`src/sv/krt_pkg.sv`:
```
// Package for the keyed record table: types, codes and helpers.
package krt_pkg;

    localparam int ENTRIES   = 16;
    localparam int KEY_BYTES = 8;
    localparam int IDX_W     = $clog2(ENTRIES);

    typedef enum logic [2:0] {
        OP_ADD    = 3'd0,
        OP_DELETE = 3'd1,
        OP_AMEND  = 3'd2,
        OP_SEEK   = 3'd3,
        OP_SHOW   = 3'd4,
        OP_SORT   = 3'd5
    } t_opcode;

    typedef enum logic [2:0] {
        SEL_NONE    = 3'd0,
        SEL_ALL     = 3'd1,
        SEL_NAME    = 3'd2,
        SEL_AGE     = 3'd3,
        SEL_SEX     = 3'd4,
        SEL_PHONE   = 3'd5,
        SEL_ADDRESS = 3'd6,
        SEL_BAD     = 3'd7
    } t_sel;

    typedef enum logic [1:0] {
        ST_OK        = 2'd0,
        ST_NOT_FOUND = 2'd1,
        ST_BAD_SEL   = 2'd2,
        ST_EMPTY     = 2'd3
    } t_status;

    typedef struct packed {
        logic [2:0]  opcode;
        logic [3:0]  slot;
        logic [63:0] key_name;
        logic [2:0]  field_select;
        logic [63:0] new_name;
        logic [7:0]  new_age;
        logic        new_sex;
        logic [33:0] new_phone;
        logic [63:0] new_address;
    } t_req;

    typedef struct packed {
        logic [1:0]  status;
        logic [3:0]  found_index;
        logic [63:0] out_name;
        logic [7:0]  out_age;
        logic        out_sex;
        logic [33:0] out_phone;
        logic [63:0] out_address;
        logic        last;
    } t_rsp;

    typedef struct packed {
        logic [63:0] name;
        logic [7:0]  age;
        logic        sex;
        logic [33:0] phone;
        logic [63:0] address;
    } t_rec;

    typedef enum logic [3:0] {
        S_IDLE,
        S_ADD,
        S_SCAN,
        S_FOUND,
        S_SHIFT,
        S_AMEND,
        S_SHOW,
        S_SORT,
        S_SORT_WR,
        S_RESULT,
        S_WAIT
    } t_state;

    // Controller to datapath.
    typedef struct packed {
        logic load_req;     // capture request
        logic clr_idx;      // index to zero
        logic inc_idx;      // index + 1
        logic wr_add;       // write request record at slot
        logic wr_amend;     // amend record at index
        logic wr_copy;      // copy index+1 into index
        logic wr_clear;     // clear record at index
        logic wr_swap;      // swap index and index+1
        logic clr_pass;     // restart sort pass
        logic dec_lim;      // shorten sort pass by one
        logic load_out;     // build result
        logic [1:0] out_status;
        logic out_rec;      // report record at index or slot, else zeros
        logic out_slot;     // found_index and record from slot, else index
        logic out_last;
    } t_cmd;

    // Datapath to controller.
    typedef struct packed {
        t_opcode opcode;
        logic    slot_ok;
        logic    sel_bad;
        logic    cur_free;
        logic    cur_match;
        logic    next_free;
        logic    idx_end;     // index at last entry
        logic    sort_swap;
        logic    pass_end;    // last compare of the pass
        logic    sort_done;
    } t_sts;

    // Cut a string at its first zero byte and at KEY_BYTES bytes.
    function automatic logic [63:0] narrow(input logic [63:0] v);
        logic [63:0] r;
        logic        stop;
        r    = '0;
        stop = 1'b0;
        for (int b = 0; b < 8; b++) begin
            if (b >= KEY_BYTES || v[63-8*b -: 8] == 8'd0)
                stop = 1'b1;
            if (!stop)
                r[63-8*b -: 8] = v[63-8*b -: 8];
        end
        return r;
    endfunction

endpackage

```
`src/sv/krt_ctrl.sv`:
```
// Controller of the keyed record table: operation sequencer and output handshake.
module krt_ctrl (
    input  logic          i_clk,
    input  logic          i_rst_n,
    input  logic          i_valid,
    output logic          o_ready,
    output logic          o_valid,
    input  logic          i_ready,
    input  krt_pkg::t_sts i_sts,
    output krt_pkg::t_cmd o_cmd
);
    import krt_pkg::*;

    t_state r_state, n_state;
    logic   r_valid, n_valid;

    assign o_valid = r_valid;

    always_ff @(posedge i_clk) begin
        if (!i_rst_n) begin
            r_state <= S_IDLE;
            r_valid <= 1'b0;
        end else begin
            r_state <= n_state;
            r_valid <= n_valid;
        end
    end

    always_comb begin
        n_state = r_state;
        n_valid = r_valid;
        o_cmd   = '0;
        o_ready = 1'b0;
        if (r_valid && i_ready)
            n_valid = 1'b0;
        case (r_state)
            S_IDLE: begin
                o_ready = 1'b1;
                if (i_valid) begin
                    o_cmd.load_req = 1'b1;
                    o_cmd.clr_idx  = 1'b1;
                    n_state        = S_ADD;
                end
            end
            S_ADD: begin
                case (i_sts.opcode)
                    OP_ADD: begin
                        o_cmd.wr_add = i_sts.slot_ok;
                        n_state      = S_RESULT;
                    end
                    OP_DELETE, OP_AMEND, OP_SEEK: n_state = S_SCAN;
                    OP_SHOW: n_state = S_SHOW;
                    OP_SORT: begin
                        o_cmd.clr_pass = 1'b1;
                        n_state        = S_SORT;
                    end
                    default: n_state = S_IDLE;
                endcase
            end
            S_SCAN: begin
                if (i_sts.cur_free) begin
                    n_state = S_WAIT;
                    o_cmd.load_out   = 1'b1;
                    o_cmd.out_status = ST_NOT_FOUND;
                    o_cmd.out_last   = 1'b1;
                    o_cmd.clr_idx    = 1'b1;
                end else if (i_sts.cur_match) begin
                    n_state = S_FOUND;
                end else if (i_sts.idx_end) begin
                    n_state = S_WAIT;
                    o_cmd.load_out   = 1'b1;
                    o_cmd.out_status = ST_NOT_FOUND;
                    o_cmd.out_last   = 1'b1;
                    o_cmd.clr_idx    = 1'b1;
                end else begin
                    o_cmd.inc_idx = 1'b1;
                end
            end
            S_FOUND: begin
                if (i_sts.opcode == OP_AMEND && !i_sts.sel_bad) begin
                    o_cmd.wr_amend = 1'b1;
                    n_state        = S_AMEND;
                end else begin
                    o_cmd.load_out   = 1'b1;
                    o_cmd.out_rec    = 1'b1;
                    o_cmd.out_last   = 1'b1;
                    o_cmd.out_status = (i_sts.opcode == OP_AMEND) ? ST_BAD_SEL : ST_OK;
                    if (i_sts.opcode == OP_DELETE)
                        n_state = S_SHIFT;
                    else
                        n_state = S_WAIT;
                end
            end
            S_AMEND: begin
                o_cmd.load_out = 1'b1;
                o_cmd.out_rec  = 1'b1;
                o_cmd.out_last = 1'b1;
                n_state        = S_WAIT;
            end
            S_SHIFT: begin
                if (!i_sts.idx_end && !i_sts.next_free) begin
                    o_cmd.wr_copy = 1'b1;
                    o_cmd.inc_idx = 1'b1;
                end else begin
                    o_cmd.wr_clear = 1'b1;
                    n_state        = S_WAIT;
                end
            end
            S_SHOW: begin
                if (!r_valid || i_ready) begin
                    if (i_sts.cur_free) begin
                        // only reached when slot 0 is free
                        o_cmd.load_out   = 1'b1;
                        o_cmd.out_status = ST_EMPTY;
                        o_cmd.out_last   = 1'b1;
                        o_cmd.clr_idx    = 1'b1;
                        n_valid          = 1'b1;
                        n_state          = S_WAIT;
                    end else begin
                        o_cmd.load_out = 1'b1;
                        o_cmd.out_rec  = 1'b1;
                        o_cmd.out_last = i_sts.idx_end || i_sts.next_free;
                        n_valid        = 1'b1;
                        if (i_sts.idx_end || i_sts.next_free)
                            n_state = S_WAIT;
                        else
                            o_cmd.inc_idx = 1'b1;
                    end
                end
            end
            S_SORT: begin
                if (i_sts.sort_done) begin
                    o_cmd.clr_idx = 1'b1;
                    n_state       = S_RESULT;
                end else if (i_sts.sort_swap) begin
                    o_cmd.wr_swap = 1'b1;
                    n_state       = S_SORT_WR;
                end else begin
                    n_state = S_SORT_WR;
                end
            end
            S_SORT_WR: begin
                // advance one compare; wrap and shorten the pass at its end
                if (i_sts.pass_end) begin
                    o_cmd.clr_idx = 1'b1;
                    o_cmd.dec_lim = 1'b1;
                end else begin
                    o_cmd.inc_idx = 1'b1;
                end
                n_state = S_SORT;
            end
            S_RESULT: begin
                o_cmd.load_out   = 1'b1;
                o_cmd.out_rec    = i_sts.opcode == OP_ADD && i_sts.slot_ok;
                o_cmd.out_slot   = i_sts.opcode == OP_ADD;
                o_cmd.out_status = ST_OK;
                o_cmd.out_last   = 1'b1;
                n_state          = S_WAIT;
            end
            S_WAIT: begin
                // single results are raised here; show has raised its own
                if (i_sts.opcode != OP_SHOW)
                    n_valid = 1'b1;
                if (!r_valid && i_sts.opcode == OP_SHOW)
                    n_state = S_IDLE;
                else if (r_valid && i_ready)
                    n_state = S_IDLE;
            end
            default: n_state = S_IDLE;
        endcase
        if (r_state == S_WAIT && r_valid && i_ready)
            n_valid = 1'b0;
    end

endmodule

```
`config.mk`:
```
export PLATFORM = sky130hd
export DESIGN_NAME = krt_ctrl
export DESIGN_NICKNAME = d
export VERILOG_FILES = /design/src/sv/krt_pkg.sv /design/src/sv/krt_ctrl.sv
export SDC_FILE = /design/constraint.sdc
export NUM_CORES = 1
export LEC_CHECK = 0
export BUFFER_PORTS_ARGS = -buffer_cell sky130_fd_sc_hd__buf_2
export CELL_PAD_IN_SITES_DETAIL_PLACEMENT = 0
export CELL_PAD_IN_SITES_GLOBAL_PLACEMENT = 2
export CORE_ASPECT_RATIO = 1.4
export CORE_MARGIN = 2
export CORE_UTILIZATION = 23
export DETAILED_ROUTE_END_ITERATION = 16
export GPL_ROUTABILITY_DRIVEN = 0
export PLACE_DENSITY = 0.86
export RECOVER_POWER = 100
export SYNTH_ARGS = -nofsm -noshare
export SYNTH_HDL_FRONTEND = slang
export SYNTH_SLANG_ARGS = --single-unit
```
`constraint.sdc`:
```
create_clock -name i_clk -period 2.1 [get_ports i_clk]
set_input_delay 0.42 -clock i_clk [delete_from_list [all_inputs] [get_ports i_clk]]
set_output_delay 0.42 -clock i_clk [all_outputs]
set_load 0.05 [all_outputs]
```
==> impl_metrics.env, run 1 <==
export IMPL_status="complete, but fails checks"
export IMPL_violations="setup timing"
export IMPL_yosysWarnings=0
export IMPL_max_slew_margin_rel_pct=53.5
export IMPL_post_place_ws_ps=-78.6
export IMPL_setup_tns_ps=-95.4
export IMPL_nets=185
export IMPL_finalPower_uw=1760
export IMPL_numPortBuffers=33
export IMPL_synth_seq_area_share_pct=12.9
export IMPL_synth_edff_count=0
export IMPL_reg2reg_from="r_state[2]"
export IMPL_antenna_found_initial=0
export IMPL_chipHeight_um=72.8
export IMPL_cap_violations=0
export IMPL_num_rows=25
export IMPL_setup_viol_count_final=2
export IMPL_grt_overflow_total=0
export IMPL_cts_sinks=5
export IMPL_drt_initial_drc_count=31
export IMPL_dieArea_um2=3870
export IMPL_crit_fanout=3
export IMPL_placed_cells=203
export IMPL_clk_root_buffer_cell="clkbuf_8"
export IMPL_ant_nets=0
export IMPL_power_density_nw_per_um2=1310
export IMPL_max_vdd_ir_drop_uv=745
export IMPL_grt_max_degree=13
export IMPL_grt_pass1_vias=1024
export IMPL_grt_first_pass_wirelength_um=4860
export IMPL_synth_distinct_cells=44
export IMPL_n_antenna_cell=0
export IMPL_fin_area_um2=1350
export IMPL_end_kind="output port"
export IMPL_hold_violations=0
export IMPL_track_usage_pct=16.5
export IMPL_vias_per_cell=5.25
export IMPL_worstMarginPinSlew_ps=680
export IMPL_min_period_over_period_pct=102
export IMPL_clock_latency_ps=220
export IMPL_rsz0062_at_grt="true"
export IMPL_hold_path_class="in -> reg"
export IMPL_fin_skew_ps=3.33
export IMPL_crit_family="simple AND/OR/NAND/NOR gates"
export IMPL_async_flop_share_pct=0
export IMPL_hold_buffers=0
export IMPL_start_util_pct=23.4
export IMPL_synth_area_um2=777
export IMPL_tritoncts="done"
export IMPL_syn_nets=131
export IMPL_startpoint="i_sts[7]"
export IMPL_path_clk_slew_ps=40
export IMPL_die_x_um=53.1
export IMPL_crit_chain="buf_6 > or4b_4 > nor2_2 > o41a_1 > o22a_1 > nand2_1 > buf_6"
export IMPL_drc=0
export IMPL_area_delta_synth_final_pct=73.1
export IMPL_fmaxAchievable_mhz=465
export IMPL_ys_ff_latch=5
export IMPL_place_area_um2=1190
export IMPL_crit_path_top_delay_cell="or4b_4"
export IMPL_period_minus_slack_ps=2150
export IMPL_crit_type="in -> out"
export IMPL_critPathBufInv=2
export IMPL_vias=1092
export IMPL_ios=34
export IMPL_syn_inst=115
export IMPL_drive_gt1_share_pct=50.6
export IMPL_start_kind="input pin"
export IMPL_leakagePower_uw=0.000577
export IMPL_maxSlewViolCount=0
export IMPL_layout_setup_ws_ps=-50.4
export IMPL_post_drt_wl_per_cell_um=14.3
export IMPL_dp_hpwl_um=2420
export IMPL_cp_arrival_ps=1730
export IMPL_dr_pass1_iters=4
export IMPL_crit_path_frequent_cell="buf_6"
export IMPL_syn_area_per_cell_um2=6.76
export IMPL_cts_buffers=3
export IMPL_cp_required_ps=1680
export IMPL_layout_cells_non_filler=208
export IMPL_ctsHtreeMaxLevel=1
export IMPL_clock_path_buffers=2
export IMPL_synthFlopType="dfxtp_1"
export IMPL_wl_um=2980
export IMPL_hp_start="i_rst_n"
export IMPL_core_um2=3320
export IMPL_slowest_delay_ps=550
[flip-flops by register name (all words and copies together), names as in the netlist]
signal   flops
r_state      4
o_valid      1
[metrics by stage]
step / utilization, % / hold slack [ps]
final: 40.6 / 422
after global placement: 36.0 / 641
after floorplan: - / 538
after detailed placement: 36.0 / 646
after CTS: 39.7 / 420
after global routing: 40.6 / 449
[metal layers]
metal  GRT usage (%)  wire length [um]
met5               0                 0
met4            3.42                 9
met3            1.43               232
met2            31.1              1630
met1            19.8              1100
[where the power goes]
| group | switching (uW) | internal, uW | total (uW) |
|---|---|---|---|
| Sequential | 63.4 | 134 | 198 |
| Combinational | 845 | 538 | 1380 |
| Clock | 47.0 | 130 | 177 |
| Total | 955 | 803 | 1760 |
[synthesized netlist by cell type, drive strengths merged (3+ instances only)]
cell type / number / share of area [%]
nand2b: 5 / 5.0
inv: 6 / 2.9
a21oi: 3 / 1.9
buf: 9 / 7.4
nor4: 3 / 3.2
nor2: 14 / 6.8
or3: 5 / 4.0
o21ai: 6 / 3.9
nand3: 6 / 3.9
dfxtp: 5 / 13
nor3: 8 / 5.2
nand2: 10 / 4.8
[area by class of cell]
cell class / count / area, um^2
Fill cell: 367 / 1970
Multi-Input combinational cell: 94 / 701
Timing Repair Buffer: 59 / 418
Sequential cell: 5 / 109
Tap cell: 40 / 50.0
Clock buffer: 4 / 45.0
Inverter: 6 / 22.5
[path summary, 6_finish.rpt]
kind | end | slack, ps | depth (start not counted)
worst min-delay path | r_state[3] | 420 | 2
worst max register to register | r_state[3] | 260 | 7
worst max-delay path | o_cmd[5] | -50 | 7
worst min register to register | r_state[0] | 650 | 2
[cell families (layout without fill, tap and decap cells)]
| group | after synthesis | after routing | share of synthesized area [%] |
|---|---|---|---|
| simple gates | 64 | 64 | 45.7 |
| compound gates | 28 | 28 | 28.2 |
| buf+inv | 16 | 69 | 10.8 |
| flops | 5 | 5 | 12.9 |
| xor+xnor | 1 | 1 | 1.13 |
| mux | 1 | 1 | 1.29 |
[cell usage in the layout (no fill, tap or decap), types with 3 or more instances in the layout]
cell | Yosys | layout
buf_6 | 2 | 6
buf_2 | 7 | 14
buf_4 | 0 | 28
nand2_1 | 10 | 9
clkbuf_2 | 0 | 7
inv_1 | 6 | 6
nor3_2 | 0 | 3
nand2b_1 | 4 | 3
or3_1 | 5 | 4
nand3_1 | 6 | 6
o21ai_0 | 5 | 4
nor3_1 | 8 | 4
a21oi_1 | 3 | 3
clkbuf_8 | 0 | 3
clkbuf_1 | 1 | 3
nor2_1 | 14 | 12
[what timing repair did]
item / in CTS / in global routing
pin swaps: 1 / 1
endpoints found under the setup margin: 10 / 10
setup buffers: 0 / 1
resized for setup: 21 / 11
gates cloned: 0 / 0
Power figures use the tool's default switching activity.
==> run 2: changes to the inputs <==
--- a/config.mk
+++ b/config.mk
@@ -13,6 +13,7 @@
 export CORE_UTILIZATION = 23
 export DETAILED_ROUTE_END_ITERATION = 16
 export GPL_ROUTABILITY_DRIVEN = 0
+export MAX_ROUTING_LAYER = met4
 export PLACE_DENSITY = 0.86
 export RECOVER_POWER = 100
 export SYNTH_ARGS = -nofsm -noshare
==> run 2 against run 1 <==
Net effect:
- clock power hardly changed
- first-iteration DRC count is 29% higher
- the run still ends with setup timing left
- total power is 0.94% lower
- largest cell class unchanged
==> impl_metrics.env, run 2 (same netlist as run 1, synthesis figures left out) <==
export IMPL_status="complete, but fails checks"
export IMPL_violations="setup timing"
export IMPL_worstMarginPinSlew_ps=683
export IMPL_r2r_cells=7
export IMPL_numPortBuffers=33
export IMPL_setup_viol_count_final=2
export IMPL_drive_gt1_share_pct=51.5
export IMPL_whs_path_depth=2
export IMPL_path_clk_slew_ps=40
export IMPL_end_kind="output port"
export IMPL_fin_area_um2=1350
export IMPL_crit_path_frequent_cell="buf_6"
export IMPL_ant_nets=0
export IMPL_dieArea_um2=3870
export IMPL_grt_pass1_vias=1025
export IMPL_hold_slack_ps=422
export IMPL_setup_tns_ps=-85.2
export IMPL_dr_pass1_iters=4
export IMPL_vias_per_cell=5.21
export IMPL_ctsHtreeMaxLevel=1
export IMPL_tritoncts="done"
export IMPL_slowest_delay_ps=550
export IMPL_num_rows=25
export IMPL_wl_um=2940
export IMPL_dp_hpwl_um=2420
export IMPL_track_usage_pct=17.1
export IMPL_top_register="r_state"
export IMPL_clk_root_buffer_cell="clkbuf_8"
export IMPL_hold_path_class="in -> reg"
export IMPL_grt_overflow_total=0
export IMPL_start_kind="input pin"
export IMPL_cap_violations=0
export IMPL_ios=34
export IMPL_clock_latency_ps=220
export IMPL_area_delta_synth_final_pct=73.9
export IMPL_final_cell_mix="27 x buf_4, 13 x buf_2, 12 x nor2_1"
export IMPL_crit_fanout=3
export IMPL_power_density_nw_per_um2=1290
export IMPL_die_x_um=53.1
export IMPL_antenna_found_initial=0
export IMPL_final_common_cell="buf_4"
export IMPL_place_area_um2=1190
export IMPL_crit_type="in -> out"
export IMPL_maxSlewViolCount=0
export IMPL_max_vdd_ir_drop_uv=745
export IMPL_clock_path_buffers=2
export IMPL_fmaxAchievable_mhz=466
export IMPL_core_um2=3320
export IMPL_min_period_over_period_pct=102
export IMPL_vias=1089
export IMPL_layout_setup_ws_ps=-45.3
export IMPL_grt_max_degree=13
export IMPL_n_antenna_cell=0
export IMPL_largest_reg_flops=4
export IMPL_cts_sinks=5
export IMPL_period_minus_slack_ps=2150
export IMPL_chipHeight_um=72.8
export IMPL_post_drt_wl_per_cell_um=14.1
export IMPL_grt_first_pass_wirelength_um=4860
export IMPL_crit_chain="buf_6 > or4b_4 > nor2_2 > o41a_1 > o22a_1 > nand2_1 > buf_6"
export IMPL_fin_skew_ps=3.92
export IMPL_drc=0
export IMPL_cp_arrival_ps=1730
export IMPL_drt_initial_drc_count=40
export IMPL_hold_violations=0
export IMPL_crit_path_top_delay_cell="or4b_4"
export IMPL_cp_required_ps=1680
export IMPL_nets=186
export IMPL_rsz0062_at_grt="true"
export IMPL_max_slew_margin_rel_pct=53.3
export IMPL_cts_buffers=3
export IMPL_leakagePower_uw=0.000579
export IMPL_start_util_pct=23.4
[run 2: changes by cell type in the layout (fill, tap and decap cells not counted)]
cell	previous run	this run
clkbuf_4	1	3
nor2b_4	0	1
buf_2	14	13
nor2b_1	2	1
nor4b_2	1	2
clkbuf_2	7	8
buf_4	28	27
nor4b_4	1	0
[run 2: layout make-up]
cell class                 count  area, um^2
sequential                     5         109
inverter                       6        22.5
timing repair buffer          60         425
multi-input combinational     94         699
tap                           40        50.0
clock buffer                   4        45.0
fill                         366        1960
[run 2: final timing paths]
path	start	end	slack (ps)
max	i_sts[7]	o_cmd[5]	-50
min	i_rst_n	r_state[3]	420
max reg2reg	r_state[2]	r_state[3]	240
min reg2reg	o_valid	r_state[0]	650
[run 2: metrics by stage]
step / worst slack, ps / std cells / total power, uW / util, %
after floorplan: -342 / 115 / 1080 / -
after global placement: -62.8 / 203 / 1430 / 36.0
after detailed placement: -78.6 / 203 / 1440 / 36.0
after CTS: -30.1 / 207 / 1700 / 39.7
after global routing: -81.8 / 209 / 1860 / 40.8
final: -45.3 / 209 / 1740 / 40.8
[run 2: repair_timing]
action                                  in CTS  in global routing
gates resized for setup                     21                 11
endpoints found under the setup margin      10                 10
hold buffers                                 0                  0
pin swaps                                    1                  3
setup buffers                                0                  2
[run 2: worst max-delay path, delay by kind of cell]
kind,cells,cell delay [ps]
simple gates,3,730
compound gates,2,330
buf+inv,2,240
[run 2: report_power, final]
part	total (uW)	leakage, uW	switching [uW]	internal [uW]
logic	1370	0.000513	839	530
clock network	176	0.0000228	46.2	130
registers	197	0.0000426	62.3	134
[run 2: per-layer routing]
| layer | track usage, % | vias up | wire length (um) |
|---|---|---|---|
| li1 | - | 534 | - |
| met1 | 19.8 | 508 | 1150 |
| met4 | 3.42 | 0 | 9 |
| met2 | 31.1 | 45 | 1590 |
| met5 | - | - | 0 |
| met3 | 1.84 | 2 | 198 |
